### config.mk
export PLATFORM = sky130hd
export DESIGN_NAME = xml_text_entity_decoder
export DESIGN_NICKNAME = d
export VERILOG_FILES = /design/src/hdl/xted_pkg.sv /design/src/hdl/xml_text_entity_decoder.sv /design/src/hdl/xted_ram.sv /design/src/hdl/xted_queue.sv /design/src/hdl/xted_front.sv /design/src/hdl/xted_back.sv
export SDC_FILE = /design/constraint.sdc
export NUM_CORES = 1
export LEC_CHECK = 0
export BUFFER_PORTS_ARGS = -buffer_cell sky130_fd_sc_hd__buf_2
export CORE_MARGIN = 10
export CORE_UTILIZATION = 54
export DETAILED_ROUTE_END_ITERATION = 7
export PLACE_DENSITY_LB_ADDON = 0.08
export SYNTH_ARGS = -nofsm -noshare
export SYNTH_HDL_FRONTEND = slang
export SYNTH_HIERARCHICAL = 1
export SYNTH_SLANG_ARGS = --single-unit
### constraint.sdc
create_clock -name clk -period 6.67 [get_ports clk]
set_clock_uncertainty 0.05 [all_clocks]
set_input_delay 1.334 -clock clk [delete_from_list [all_inputs] [get_ports clk]]
set_output_delay 1.334 -clock clk [all_outputs]
set_load 0.01 [all_outputs]
### src/hdl/xted_pkg.sv
// ----------------------------------------------------------------------------
// xted_pkg
// Shared types, constants and helper functions of the XML text entity decoder.
// ----------------------------------------------------------------------------
package xted_pkg;

  localparam int ENTITY_MAX_DEF = 32;
  // entity length counter, wide enough for the largest entity bound plus overflow mark
  localparam int LEN_W          = 6;
  localparam int QUEUE_DEPTH    = 4;

  localparam logic [7:0] CH_LT   = 8'h3C;
  localparam logic [7:0] CH_GT   = 8'h3E;
  localparam logic [7:0] CH_AMP  = 8'h26;
  localparam logic [7:0] CH_SEMI = 8'h3B;
  localparam logic [7:0] CH_HASH = 8'h23;
  localparam logic [7:0] CH_X    = 8'h78;
  localparam logic [7:0] CH_QUOT = 8'h22;
  localparam logic [7:0] CH_APOS = 8'h27;

  localparam logic [31:0] CODE_SAT = 32'h8000_0000;

  localparam int NUM_NAMES = 5;
  localparam logic [2:0] NAME_LT   = 3'd0;
  localparam logic [2:0] NAME_GT   = 3'd1;
  localparam logic [2:0] NAME_AMP  = 3'd2;
  localparam logic [2:0] NAME_QUOT = 3'd3;
  localparam logic [2:0] NAME_APOS = 3'd4;

  typedef enum logic [1:0] {
    CMD_CHAR,
    CMD_ERR,
    CMD_END,
    CMD_REPLAY
  } cmd_kind_t;

  typedef struct packed {
    cmd_kind_t         kind;
    logic [7:0]        data;
    logic              err;
    logic              ws;
    logic              end_after;
    logic [LEN_W-1:0]  len;
  } cmd_t;

  function automatic logic [2:0] name_len(input logic [2:0] k);
    case (k)
      NAME_LT:   name_len = 3'd2;
      NAME_GT:   name_len = 3'd2;
      NAME_AMP:  name_len = 3'd3;
      NAME_QUOT: name_len = 3'd4;
      NAME_APOS: name_len = 3'd4;
      default:   name_len = 3'd0;
    endcase
  endfunction

  function automatic logic [7:0] name_char(input logic [2:0] k, input logic [1:0] pos);
    logic [31:0] s;
    case (k)
      NAME_LT:   s = {"lt", 16'h0000};
      NAME_GT:   s = {"gt", 16'h0000};
      NAME_AMP:  s = {"amp", 8'h00};
      NAME_QUOT: s = "quot";
      NAME_APOS: s = "apos";
      default:   s = 32'h0;
    endcase
    case (pos)
      2'd0:    name_char = s[31:24];
      2'd1:    name_char = s[23:16];
      2'd2:    name_char = s[15:8];
      default: name_char = s[7:0];
    endcase
  endfunction

  function automatic logic [7:0] name_value(input logic [2:0] k);
    case (k)
      NAME_LT:   name_value = CH_LT;
      NAME_GT:   name_value = CH_GT;
      NAME_AMP:  name_value = CH_AMP;
      NAME_QUOT: name_value = CH_QUOT;
      NAME_APOS: name_value = CH_APOS;
      default:   name_value = 8'h00;
    endcase
  endfunction

  function automatic logic is_blank(input logic [7:0] b);
    is_blank = (b == 8'h20) || (b == 8'h09) || (b == 8'h0A) || (b == 8'h0D);
  endfunction

  // {ok, value}
  function automatic logic [4:0] digit_val(input logic [7:0] b, input logic hex);
    if (b >= 8'h30 && b <= 8'h39) begin
      digit_val = {1'b1, 4'(b - 8'h30)};
    end else if (hex && b >= 8'h61 && b <= 8'h66) begin
      digit_val = {1'b1, 4'(b - 8'h57)};
    end else if (hex && b >= 8'h41 && b <= 8'h46) begin
      digit_val = {1'b1, 4'(b - 8'h37)};
    end else begin
      digit_val = 5'b0;
    end
  endfunction

endpackage

### src/hdl/xml_text_entity_decoder.sv
// ----------------------------------------------------------------------------
// xml_text_entity_decoder
// XML element text decoder: character entities in, decoded bytes out.
// ----------------------------------------------------------------------------
// A byte is taken whenever the command queue has room and, inside an entity, no
// replay runs; plain text, closed known and numeric entities, error results and
// end markers each make one result in the output stage, bytes inside an entity
// make none there, and an entity closed by end of buffer adds its own end marker.
// An unknown or overflowed entity of n stored bytes is replayed by the output
// stage as command fetch, '&', one entity store read per byte and ';', and while
// such a replay runs the input stalls on bytes that fall inside the next entity,
// because the entity store holds one entity at a time. A four-entry queue lets
// input and output stall independently; the sustained rate is about one byte per
// cycle on plain text while the output keeps up, lower with many unknown entities.
module xml_text_entity_decoder #(
  parameter int ENTITY_MAX = xted_pkg::ENTITY_MAX_DEF
) (
  input  logic       clk,
  input  logic       rst,
  input  logic       in_valid,
  output logic       in_ready,
  input  logic [7:0] data_byte,
  input  logic       end_of_buffer,
  output logic       out_valid,
  input  logic       out_ready,
  output logic [7:0] out_byte,
  output logic       byte_valid,
  output logic       end_of_text,
  output logic       node_whitespace,
  output logic       entity_error
);
  import xted_pkg::*;

  localparam int AW = $clog2(ENTITY_MAX);

  cmd_t          push_cmd;
  cmd_t          head;
  logic          push;
  logic          full;
  logic          pop;
  logic          empty;
  logic          replay_done;
  logic          ram_we;
  logic [AW-1:0] ram_waddr;
  logic [7:0]    ram_wdata;
  logic          ram_rd_en;
  logic [AW-1:0] ram_raddr;
  logic [7:0]    ram_rdata;

  xted_front #(.ENTITY_MAX(ENTITY_MAX)) u_front (
    .clk           (clk),
    .rst           (rst),
    .in_valid      (in_valid),
    .in_ready      (in_ready),
    .data_byte     (data_byte),
    .end_of_buffer (end_of_buffer),
    .cmd           (push_cmd),
    .cmd_push      (push),
    .cmd_full      (full),
    .replay_done   (replay_done),
    .ram_we        (ram_we),
    .ram_waddr     (ram_waddr),
    .ram_wdata     (ram_wdata)
  );

  xted_queue u_queue (
    .clk      (clk),
    .rst      (rst),
    .push     (push),
    .push_cmd (push_cmd),
    .full     (full),
    .pop      (pop),
    .head     (head),
    .empty    (empty)
  );

  xted_ram #(.WIDTH(8), .DEPTH(ENTITY_MAX)) u_store (
    .clk   (clk),
    .we    (ram_we),
    .waddr (ram_waddr),
    .wdata (ram_wdata),
    .rd_en (ram_rd_en),
    .raddr (ram_raddr),
    .rdata (ram_rdata)
  );

  xted_back #(.ENTITY_MAX(ENTITY_MAX)) u_back (
    .clk             (clk),
    .rst             (rst),
    .head            (head),
    .empty           (empty),
    .pop             (pop),
    .replay_done     (replay_done),
    .ram_rd_en       (ram_rd_en),
    .ram_raddr       (ram_raddr),
    .ram_rdata       (ram_rdata),
    .out_valid       (out_valid),
    .out_ready       (out_ready),
    .out_byte        (out_byte),
    .byte_valid      (byte_valid),
    .end_of_text     (end_of_text),
    .node_whitespace (node_whitespace),
    .entity_error    (entity_error)
  );

endmodule

### src/hdl/xted_ram.sv
// ----------------------------------------------------------------------------
// xted_ram
// Generic single write port, single read port RAM with registered read.
// ----------------------------------------------------------------------------
module xted_ram #(
  parameter int WIDTH = 8,
  parameter int DEPTH = 32
) (
  input  logic                     clk,
  input  logic                     we,
  input  logic [$clog2(DEPTH)-1:0] waddr,
  input  logic [WIDTH-1:0]         wdata,
  input  logic                     rd_en,
  input  logic [$clog2(DEPTH)-1:0] raddr,
  output logic [WIDTH-1:0]         rdata
);

  logic [WIDTH-1:0] mem [DEPTH];

  always_ff @(posedge clk) begin
    if (we) begin
      mem[waddr] <= wdata;
    end
    if (rd_en) begin
      rdata <= mem[raddr];
    end
  end

endmodule

### src/hdl/xted_queue.sv
// ----------------------------------------------------------------------------
// xted_queue
// Short command queue between the classifying front end and the output back end.
// ----------------------------------------------------------------------------
module xted_queue (
  input  logic            clk,
  input  logic            rst,
  input  logic            push,
  input  xted_pkg::cmd_t  push_cmd,
  output logic            full,
  input  logic            pop,
  output xted_pkg::cmd_t  head,
  output logic            empty
);
  import xted_pkg::*;

  localparam int QAW = $clog2(QUEUE_DEPTH);
  localparam int CW  = $clog2(QUEUE_DEPTH + 1);

  cmd_t           slots [QUEUE_DEPTH];
  logic [QAW-1:0] wptr;
  logic [QAW-1:0] rptr;
  logic [CW-1:0]  count;
  logic           do_push;
  logic           do_pop;

  assign full    = (count == CW'(QUEUE_DEPTH));
  assign empty   = (count == '0);
  assign do_push = push && !full;
  assign do_pop  = pop && !empty;
  assign head    = slots[rptr];

  always_ff @(posedge clk) begin
    if (do_push) begin
      slots[wptr] <= push_cmd;
    end
    if (rst) begin
      wptr  <= '0;
      rptr  <= '0;
      count <= '0;
    end else begin
      if (do_push) begin
        wptr <= (wptr == QAW'(QUEUE_DEPTH - 1)) ? '0 : QAW'(wptr + 1'b1);
      end
      if (do_pop) begin
        rptr <= (rptr == QAW'(QUEUE_DEPTH - 1)) ? '0 : QAW'(rptr + 1'b1);
      end
      case ({do_push, do_pop})
        2'b10:   count <= CW'(count + 1'b1);
        2'b01:   count <= CW'(count - 1'b1);
        default: count <= count;
      endcase
    end
  end

endmodule

### src/hdl/xted_front.sv
// ----------------------------------------------------------------------------
// xted_front
// Accepts text bytes, tracks text/entity mode, collects entity bytes into the
// entity store and turns each completed step into one command for the back end.
// ----------------------------------------------------------------------------
module xted_front #(
  parameter int ENTITY_MAX = xted_pkg::ENTITY_MAX_DEF
) (
  input  logic                          clk,
  input  logic                          rst,
  input  logic                          in_valid,
  output logic                          in_ready,
  input  logic [7:0]                    data_byte,
  input  logic                          end_of_buffer,
  output xted_pkg::cmd_t                cmd,
  output logic                          cmd_push,
  input  logic                          cmd_full,
  input  logic                          replay_done,
  output logic                          ram_we,
  output logic [$clog2(ENTITY_MAX)-1:0] ram_waddr,
  output logic [7:0]                    ram_wdata
);
  import xted_pkg::*;

  typedef enum logic {
    M_TEXT,
    M_ENTITY
  } mode_t;

  mode_t                mode;
  logic [LEN_W-1:0]     ent_len;
  logic [31:0]          acc;
  logic                 stopped;
  logic                 has_digit;
  logic                 is_num;
  logic                 is_hex;
  logic [NUM_NAMES-1:0] match;
  logic                 nonempty;
  logic                 blank;
  logic                 busy;

  logic                 nonempty_next;
  logic                 blank_next;
  logic [31:0]          acc_next;
  logic                 accept;
  logic                 store_go;
  logic                 digit_go;
  logic                 hex_now;
  logic [4:0]           dv;
  logic [36:0]          prod;
  logic                 named_hit;
  logic [7:0]           named_ch;

  assign in_ready  = !cmd_full && !(mode == M_ENTITY && busy);
  assign accept    = in_valid && in_ready;
  assign store_go  = accept && !end_of_buffer && mode == M_ENTITY && data_byte != CH_SEMI
                     && ent_len < LEN_W'(ENTITY_MAX);
  assign ram_we    = store_go;
  assign ram_waddr = ent_len[$clog2(ENTITY_MAX)-1:0];
  assign ram_wdata = data_byte;

  // hex is chosen by the byte after '#', which may be the one arriving now
  assign hex_now  = (ent_len == LEN_W'(1)) ? (data_byte == CH_X) : is_hex;
  assign dv       = digit_val(data_byte, hex_now);
  assign digit_go = store_go && ent_len != '0 && is_num && !stopped
                    && !(hex_now && ent_len == LEN_W'(1));
  // times 16 or times 10 as shifts and adds
  assign prod     = hex_now ? ({1'b0, acc, 4'h0} + 37'(dv[3:0]))
                            : ({2'b00, acc, 3'h0} + {4'h0, acc, 1'b0} + 37'(dv[3:0]));
  assign acc_next = acc[31] ? acc : ((prod[36:31] != '0) ? CODE_SAT : prod[31:0]);

  always_comb begin
    named_hit = 1'b0;
    named_ch  = 8'h00;
    for (int k = 0; k < NUM_NAMES; k++) begin
      if (match[k] && ent_len == LEN_W'(name_len(3'(k)))) begin
        named_hit = 1'b1;
        named_ch  = name_value(3'(k));
      end
    end
  end

  always_comb begin
    cmd           = '0;
    cmd.kind      = CMD_CHAR;
    cmd_push      = 1'b0;
    nonempty_next = nonempty;
    blank_next    = blank;
    if (accept) begin
      if (mode == M_ENTITY && (end_of_buffer || data_byte == CH_SEMI)) begin
        cmd_push      = 1'b1;
        cmd.end_after = end_of_buffer;
        if (ent_len > LEN_W'(ENTITY_MAX)) begin
          cmd.kind      = CMD_REPLAY;
          cmd.len       = LEN_W'(ENTITY_MAX);
          cmd.err       = 1'b1;
          nonempty_next = 1'b1;
          blank_next    = 1'b0;
        end else if (named_hit) begin
          cmd.data      = named_ch;
          nonempty_next = 1'b1;
          blank_next    = blank && is_blank(named_ch);
        end else if (is_num) begin
          if (has_digit && !acc[31]) begin
            cmd.data      = acc[7:0];
            nonempty_next = 1'b1;
            blank_next    = blank && is_blank(acc[7:0]);
          end else begin
            cmd.kind = CMD_ERR;
            cmd.err  = 1'b1;
          end
        end else begin
          cmd.kind      = CMD_REPLAY;
          cmd.len       = ent_len;
          nonempty_next = 1'b1;
          blank_next    = 1'b0;
        end
      end else if (mode == M_TEXT) begin
        if (end_of_buffer || data_byte == CH_LT) begin
          cmd_push = 1'b1;
          cmd.kind = CMD_END;
        end else if (data_byte != CH_AMP) begin
          cmd_push      = 1'b1;
          cmd.data      = data_byte;
          nonempty_next = 1'b1;
          blank_next    = blank && is_blank(data_byte);
        end
      end
      if (cmd_push && (cmd.kind == CMD_END || cmd.end_after)) begin
        cmd.ws        = nonempty_next && blank_next;
        nonempty_next = 1'b0;
        blank_next    = 1'b1;
      end
    end
  end

  always_ff @(posedge clk) begin
    if (rst) begin
      mode      <= M_TEXT;
      ent_len   <= '0;
      acc       <= '0;
      stopped   <= 1'b0;
      has_digit <= 1'b0;
      is_num    <= 1'b0;
      is_hex    <= 1'b0;
      match     <= '1;
      nonempty  <= 1'b0;
      blank     <= 1'b1;
      busy      <= 1'b0;
    end else begin
      nonempty <= nonempty_next;
      blank    <= blank_next;
      if (replay_done) begin
        busy <= 1'b0;
      end
      if (cmd_push && cmd.kind == CMD_REPLAY) begin
        busy <= 1'b1;
      end
      if (accept) begin
        if (mode == M_TEXT) begin
          if (!end_of_buffer && data_byte == CH_AMP) begin
            mode      <= M_ENTITY;
            ent_len   <= '0;
            acc       <= '0;
            stopped   <= 1'b0;
            has_digit <= 1'b0;
            is_num    <= 1'b0;
            is_hex    <= 1'b0;
            match     <= '1;
          end
        end else if (end_of_buffer || data_byte == CH_SEMI) begin
          mode <= M_TEXT;
        end else if (!store_go) begin
          // bytes past the bound are dropped, length marks the overflow
          ent_len <= LEN_W'(ENTITY_MAX + 1);
        end else begin
          ent_len <= LEN_W'(ent_len + 1'b1);
          if (ent_len == '0) begin
            is_num <= (data_byte == CH_HASH);
          end
          if (ent_len == LEN_W'(1)) begin
            is_hex <= (data_byte == CH_X);
          end
          for (int k = 0; k < NUM_NAMES; k++) begin
            match[k] <= match[k] && ent_len < LEN_W'(name_len(3'(k)))
                        && data_byte == name_char(3'(k), ent_len[1:0]);
          end
          if (digit_go) begin
            if (dv[4]) begin
              acc       <= acc_next;
              has_digit <= 1'b1;
            end else begin
              stopped <= 1'b1;
            end
          end
        end
      end
    end
  end

  a_push_has_room: assert property (@(posedge clk) disable iff (rst)
    cmd_push |-> !cmd_full)
    else $error("command pushed into a full queue");

  a_store_quiet_in_replay: assert property (@(posedge clk) disable iff (rst)
    ram_we |-> !busy)
    else $error("entity store written while a replay is reading it");

endmodule

### src/hdl/xted_back.sv
// ----------------------------------------------------------------------------
// xted_back
// Takes commands from the queue and produces result transactions, replaying
// unknown or overflowed entities from the entity store.
// ----------------------------------------------------------------------------
module xted_back #(
  parameter int ENTITY_MAX = xted_pkg::ENTITY_MAX_DEF
) (
  input  logic                          clk,
  input  logic                          rst,
  input  xted_pkg::cmd_t                head,
  input  logic                          empty,
  output logic                          pop,
  output logic                          replay_done,
  output logic                          ram_rd_en,
  output logic [$clog2(ENTITY_MAX)-1:0] ram_raddr,
  input  logic [7:0]                    ram_rdata,
  output logic                          out_valid,
  input  logic                          out_ready,
  output logic [7:0]                    out_byte,
  output logic                          byte_valid,
  output logic                          end_of_text,
  output logic                          node_whitespace,
  output logic                          entity_error
);
  import xted_pkg::*;

  localparam int AW = $clog2(ENTITY_MAX);

  typedef enum logic [2:0] {
    S_IDLE,
    S_AMP,
    S_BYTE,
    S_SEMI,
    S_END
  } state_t;

  state_t           state;
  state_t           state_next;
  cmd_t             cur;
  logic [LEN_W-1:0] idx;
  logic [LEN_W-1:0] idx_next;
  logic [LEN_W-1:0] idx_inc;
  logic             out_free;
  logic             emit;
  logic [7:0]       e_byte;
  logic             e_bv;
  logic             e_eot;
  logic             e_ws;
  logic             e_err;

  assign out_free = !out_valid || out_ready;
  assign idx_inc  = LEN_W'(idx + 1'b1);
  assign pop      = state == S_IDLE && out_free && !empty;

  always_comb begin
    state_next  = state;
    idx_next    = idx;
    emit        = 1'b0;
    e_byte      = 8'h00;
    e_bv        = 1'b0;
    e_eot       = 1'b0;
    e_ws        = 1'b0;
    e_err       = 1'b0;
    ram_rd_en   = 1'b0;
    ram_raddr   = '0;
    replay_done = 1'b0;
    case (state)
      S_IDLE: begin
        if (pop) begin
          case (head.kind)
            CMD_CHAR: begin
              emit       = 1'b1;
              e_byte     = head.data;
              e_bv       = 1'b1;
              e_err      = head.err;
              state_next = head.end_after ? S_END : S_IDLE;
            end
            CMD_ERR: begin
              emit       = 1'b1;
              e_err      = 1'b1;
              state_next = head.end_after ? S_END : S_IDLE;
            end
            CMD_END: begin
              emit  = 1'b1;
              e_eot = 1'b1;
              e_ws  = head.ws;
            end
            default: state_next = S_AMP;
          endcase
        end
      end
      S_AMP: begin
        if (out_free) begin
          emit       = 1'b1;
          e_byte     = CH_AMP;
          e_bv       = 1'b1;
          e_err      = cur.err;
          idx_next   = '0;
          ram_rd_en  = cur.len != '0;
          state_next = (cur.len != '0) ? S_BYTE : S_SEMI;
        end
      end
      S_BYTE: begin
        if (out_free) begin
          emit       = 1'b1;
          e_byte     = ram_rdata;
          e_bv       = 1'b1;
          e_err      = cur.err;
          idx_next   = idx_inc;
          // fetch the next stored byte while this one goes out
          ram_rd_en  = idx_inc != cur.len;
          ram_raddr  = idx_inc[AW-1:0];
          state_next = (idx_inc == cur.len) ? S_SEMI : S_BYTE;
        end
      end
      S_SEMI: begin
        if (out_free) begin
          emit        = 1'b1;
          e_byte      = CH_SEMI;
          e_bv        = 1'b1;
          e_err       = cur.err;
          replay_done = 1'b1;
          state_next  = cur.end_after ? S_END : S_IDLE;
        end
      end
      S_END: begin
        if (out_free) begin
          emit       = 1'b1;
          e_eot      = 1'b1;
          e_ws       = cur.ws;
          state_next = S_IDLE;
        end
      end
      default: state_next = S_IDLE;
    endcase
  end

  always_ff @(posedge clk) begin
    if (pop) begin
      cur <= head;
    end
    idx <= idx_next;
    if (emit) begin
      out_byte        <= e_byte;
      byte_valid      <= e_bv;
      end_of_text     <= e_eot;
      node_whitespace <= e_ws;
      entity_error    <= e_err;
    end
    if (rst) begin
      state     <= S_IDLE;
      out_valid <= 1'b0;
    end else begin
      state <= state_next;
      if (emit) begin
        out_valid <= 1'b1;
      end else if (out_ready) begin
        out_valid <= 1'b0;
      end
    end
  end

  a_marker_carries_no_byte: assert property (@(posedge clk) disable iff (rst)
    out_valid && end_of_text |-> !byte_valid && !entity_error)
    else $error("end marker carries a byte or error");

  a_replay_index_in_range: assert property (@(posedge clk) disable iff (rst)
    state == S_BYTE |-> idx < cur.len)
    else $error("replay index past entity length");

endmodule

* Word level (Yosys, flattened, before mapping) *
Memories as Yosys holds them, arrays and structs flattened. A register that Yosys moved wholly into a read port is not among the register bits.
Index checks and enable logic that the tools add are counted.

operators by class
  add/sub/neg operators = 12
  magnitude comparators = 11
  eq/ne operators = 58
  muxes and demuxes = 205
  reduce and logical (&&, ||, !) cells = 91

operator list
  operator              count
  $mux W8               33
  $mux W32              8
  $mux W6               16
  $mux W1               84
  $mux W3               22
  $eq A8 B4 Y1 const B  6
  $eq A8 B6 Y1 const B  6
  $logic_and A1 B1 Y1   45
  $mux W5               9
  $eq A8 B8 Y1          5
  $add A36 B4 Y37       1
  $add A37 B4 Y37       1
  $mux W37              1
  $add A35 B33 Y36      1
  $pmux W8 S4           1
  $mux W10              3
  $pmux W5 S3           2
  $pmux W7 S2           2
  $pmux W7 S3           1
  $mux W19              1
  $eq A6 B4 Y1 const B  3
  $lt A6 B3 Y1          3
  $ne A2 B2 Y1 const B  9
  $reduce_and A6 Y1     3
  47 further kinds      111

storage, ports and cells
  register bits after elaboration = 89
  RAM bits = 332
  input bits = 13
  output and inout bits = 14
  logic and storage cells = 406
  memories = 2

memory list
  memory         words  width  read ports  clocked after memory_dff  wr ports  line              source
  u_store.mem    32     8      1           1                         1         xted_ram.sv:18    logic [WIDTH-1:0] mem [DEPTH];
  u_queue.slots  4      19     1           1                         1         xted_queue.sv:20  cmd_t slots [QUEUE_DEPTH];

* Logic depth before layout (Yosys ltp) *
  depth after elaboration = 22
  mapped depth = 25
  mapped depth without buffers = 22

* Hierarchy *
Netlist, hierarchy kept.

by module, submodules not included
  module      instances  cells an instance  area each (um^2)  seq. area each (um^2)
  xted_ram    1          417                10133.5           7927.6
  xted_front  1          745                5557.8            1021.0
  xted_queue  1          153                3235.6            2462.4
  xted_back   1          139                1540.2            890.9

* Worst setup path after synthesis *
No wires, ideal clock.

  path type = in2reg
  start point = input data_byte[0]
  end point = register u_front.acc[23]
  setup time = 0.131 ns
  data arrival time = 6.007 ns
  required time = 6.489 ns
  slack = 0.482 ns
  stages on the path = 21
  buffers on the path = 3
  cell sequence = clkbuf_1 inv_1 ha_1 nand4b_1 nor4_4 or2_2 clkbuf_1 nand2b_1 nand2_1 fa_1 ha_1 a211oi_1 o21ai_0 a41o_1 a211oi_1 o31ai_1 a221oi_1 xor2_1 a21oi_1 clkbuf_1 o21ai_0

on the way
  longest elaborated chain between the ends = 17
  elaborated cells between the ends (all ways) = 49
  those cells by class = 5 x add/sub; 6 x order compare; 8 x eq/ne; 12 x mux; 18 x reduce/logical

ends and longest elaborated chain
  what                                                                      line                           source
  from (decl)                                                               xml_text_entity_decoder.sv:22  input logic [7:0] data_byte,
  parallel branches: the longest is 17 deep, another holds $add A37 B4 Y37  -
  to (signal assigned)                                                      xted_front.sv:190              acc <= acc_next;
  to (decl)                                                                 xted_front.sv:32               logic [31:0] acc;

Parallel ways; which one is timed is not known. The select of a mux whose other input is x is not followed.
A chain may end at the register's enable or synchronous reset.

* Worst setup path in the final report *
  start point = input data_byte[1]
  end point = register u_front.acc[5]

Same word-level chain as after synthesis.

==> summary.md <==
| Metric | Value |
|---|---|
| Status | `finished, final reports clean` |
| Clk slew on worst S/H paths | `0.06 ns` |
| Setup crit start | `data_byte[1]` |
| Initial DRT Pass Iterations | `5` |
| Yosys cell types | `82` |
| Syn Nets | `1,552` |
| Die Area | `46,100 µm²` |
| Clock buffer depth | `3` |
| Cell Rows | `71` |
| Crit end category | `register` |
| Clock H-tree levels | `2` |
| P per Cell Area | `309 nW/µm²` |
| Synth Register Bits | `431` |
| Maximum vdd drop | `182 µV` |
| Reg2reg end | `u_front/acc[5]` |
| Fin cells | `2,029` |
| Sequential area share after synthesis | `60.1%` |
| Routability cong. | `0.867` |
| Max-cap viol count | `0` |
| Via Count | `12,335` |
| Clock Sinks | `431` |
| Startpoint types | `input port` |
| Nets@finish | `1,579` |
| TritonCTS Buffers | `46` |
| Pins over their slew limit | `0` |
| Dpl hpwl | `30.4 mm` |
| Port bufs | `26` |
| Final min period | `5.80 ns` |
| Largest net degree at the start of global routing | `65` |
| Worst Reg2Reg Path Length in Cells | `17` |
| CP Cell Sequence | `buf_2 > inv_1 > ha_1 > nand4b_1 > nor4_4 > or2_2 > nand2b_1 > nand2_1 > fa_1 > ha_1 > a211oi_1 > o21ai_0 > a41o_1 > a211oi_1 > o31ai_1 > a221oi_1 > xor2_1 > a21oi_1 > buf_4 > o31ai_1` |
| Reg2reg start | `u_front/ent_len[4]` |
| CTS tree | `yes` |
| Initial core utilization | `54.6%` |
| CP bufs+invs | `3` |
| Filler cells | `2,919` |
| Slew headroom | `28.9%` |
| Routed len/inst | `22.4 µm` |
| Most common cell after layout, fill and taps aside | `edfxtp_1` |
| Highest-delay cell along the critical path | `fa_1` |
| Synth warn | `6` |
| Hold Crit Start | `u_front/match[3]` |
| Avg Inst Size Synth | `14.1 µm²` |
| Place WS | `-0.128 ns` |
| Setup ws final | `0.869 ns` |
| Flop2flop setup slack | `0.96 ns` |
| DRC Markers | `0` |
| RSZ-0062 raised after global routing | `no` |
| Initial antenna violation count | `2` |
| Worst-path fanout max | `12` |
| Post-Synthesis Cell Area | `20,500 µm²` |
| Clock latency on the worst-skew pair | `0.57 ns` |
| CP Data Arrival Time | `6.23 ns` |
| Root Buffer | `clkbuf_16` |
| Hold_buf cts | `0` |
| Crit Path Category | `input port to register` |
| Final Instance Area | `22,600 µm²` |
| Total gr overflow | `0` |
| Setup TNS | `0 ns` |
| Total track usage | `19.8%` |
| Worst hold path type | `register to register` |
| Core area | `37,500 µm²` |
| DR iter-0 viols | `929` |
| Vias per inst | `6.08` |
| Number of global-route vias before repair | `12,109` |
| Final WL | `45.5 mm` |
| Die X | `215 µm` |
| Cell family with most CP delay | `compound AO/OA/AOI/OAI gates` |
| IO Count | `27` |
| First-pass GRT wire length | `71.2 mm` |
| LEAKAGE | `0.00785 µW` |
| Ys flop type | `edfxtp_1` |
| Post-route ant nets | `0` |
| Synthesis-to-finish area growth | `10.5%` |
| Die Ht | `215 µm` |
| EDFF count, synth | `367` |
| Final Hold Vio Count | `0` |
| Worst hold slack | `0.416 ns` |
| Final setup vio count | `0` |
| FMAX | `172 MHz` |
| Crit-path max cell delay | `0.47 ns` |
| Layout cells sized above 1 | `17.9%` |
| Critical Path Sink | `u_front/acc[5]` |
| DP Area | `21,100 µm²` |
| Required @ worst endpoint | `7.10 ns` |
| Tightest Pin Transition | `1.05 ns` |
| Final Cycle Share | `87.0%` |
| Most frequent cells in the layout | `367 x edfxtp_1, 126 x nor2_1, 99 x mux4_2` |
| Fraction of registers with async set/reset | `0%` |
| Inst Count DP | `1,944` |
| Mapped Cells | `1,454` |
| Worst path depth | `20` |
## flip-flops by register name (all words and copies together), names as in the netlist, 2 cells and up, named ones only
register / cells
u_store/mem: 256
u_queue/slots: 76
u_front/acc: 32
u_back/cur: 9
u_back/out_byte: 8
u_store/rdata: 8
u_back/idx: 6
u_front/ent_len: 6
u_front/match: 5
u_back/state: 3
u_queue/count: 3
u_queue/rptr: 2
u_queue/wptr: 2
## Yosys cell counts (5+ instances only)
cell / count / share of area (%)
buf_4: 21 / 0.77
inv_1: 33 / 0.61
a21o_1: 12 / 0.44
o21a_1: 8 / 0.29
buf_2: 5 / 0.12
xor2_1: 28 / 1.2
or3_1: 11 / 0.34
o21ai_0: 47 / 1.1
and2_1: 10 / 0.31
o31ai_1: 19 / 0.70
a22o_1: 5 / 0.21
nand3_1: 29 / 0.71
mux2_2: 8 / 0.44
nand2_1: 94 / 1.7
dfxtp_1: 64 / 6.3
nor3b_1: 6 / 0.22
nand4_1: 9 / 0.28
nand2b_1: 19 / 0.58
nor2_1: 128 / 2.3
a21oi_1: 84 / 2.1
clkbuf_1: 45 / 0.83
mux2i_1: 11 / 0.54
edfxtp_1: 367 / 54
buf_1: 8 / 0.15
a211oi_1: 6 / 0.22
nor3_1: 23 / 0.56
a21boi_0: 6 / 0.22
nand3b_1: 7 / 0.26
o211ai_1: 9 / 0.33
xnor2_1: 17 / 0.73
ha_1: 82 / 5.0
nor2b_1: 11 / 0.34
mux4_2: 99 / 11
o21ai_2: 10 / 0.43
a31oi_1: 13 / 0.40
and3_1: 8 / 0.24
## worst min-delay path: cells and delay by family, from the launching register on
family | cells | cell delay, ns
AOI/OAI and AO/OA | 1 | 0.06
and+or+nand+nor | 1 | 0.05
DFF | 1 | 0.31
## cell type report
class / instances / area, µm² / area share [%]
tap: 511 / 639 / 2.83
inverter: 33 / 124 / 0.548
timing repair buffer: 62 / 413 / 1.83
clock inverter: 24 / 267 / 1.18
multi-input combinational: 907 / 7650 / 33.8
antenna: 1 / 2.50 / 0.0111
clock buffer: 60 / 1220 / 5.41
sequential: 431 / 12300 / 54.4
## layer usage
metal / track usage, % / routed length, µm / vias up
met2: 30.5 / 21100 / 381
met4: 5.98 / 1200 / 2
met3: 3.91 / 2790 / 71
met5: 0 / 20 / -
met1: 27.8 / 20400 / 6202
li1: - / - / 5679
## logic make-up (layout without fill, tap and decap cells)
kind of cell	Yosys count	in the layout	share of synthesized area, %
other	0	1	0
xor gates and xnor gates	46	46	2.04
AOI/OAI and AO/OA	266	266	8.53
adders and majority gates	85	85	5.31
buffers and inverters	116	179	2.66
muxes	118	118	11.9
and+or+nand+nor	392	392	9.48
DFF	431	431	60.1
## worst min path at each step
| stage | endpoint | slack [ns] | cells after the start |
|---|---|---|---|
| global route | u_front/nonempty | 0.45 | 2 |
| detailed placement | u_front/match[3] | 0.41 | 2 |
| floorplan | u_front/nonempty | 0.39 | 2 |
| CTS | u_front/match[3] | 0.41 | 2 |
| finish | u_front/match[3] | 0.42 | 2 |
| global placement | u_front/nonempty | 0.40 | 2 |
## through the flow
stage	utilization, %	power, µW
final	60.3	6990
after detailed placement	56.3	4560
after global placement	56.3	4550
after CTS	60.3	7070
after floorplan	-	4200
after global routing	60.3	7300
## what timing repair did
item	in CTS	in global routing
setup buffers	0	0
setup endpoints to repair	0	2
gates resized for setup	0	1
## report_power, final
| group | internal [µW] | switching [µW] | total (µW) | leakage, µW |
|---|---|---|---|---|
| Combinational | 515 | 678 | 1190 | 0.00327 |
| Clock | 1490 | 1020 | 2510 | 0.000728 |
| Sequential | 3200 | 99.0 | 3300 | 0.00386 |
(Power assumes the default switching activity.)
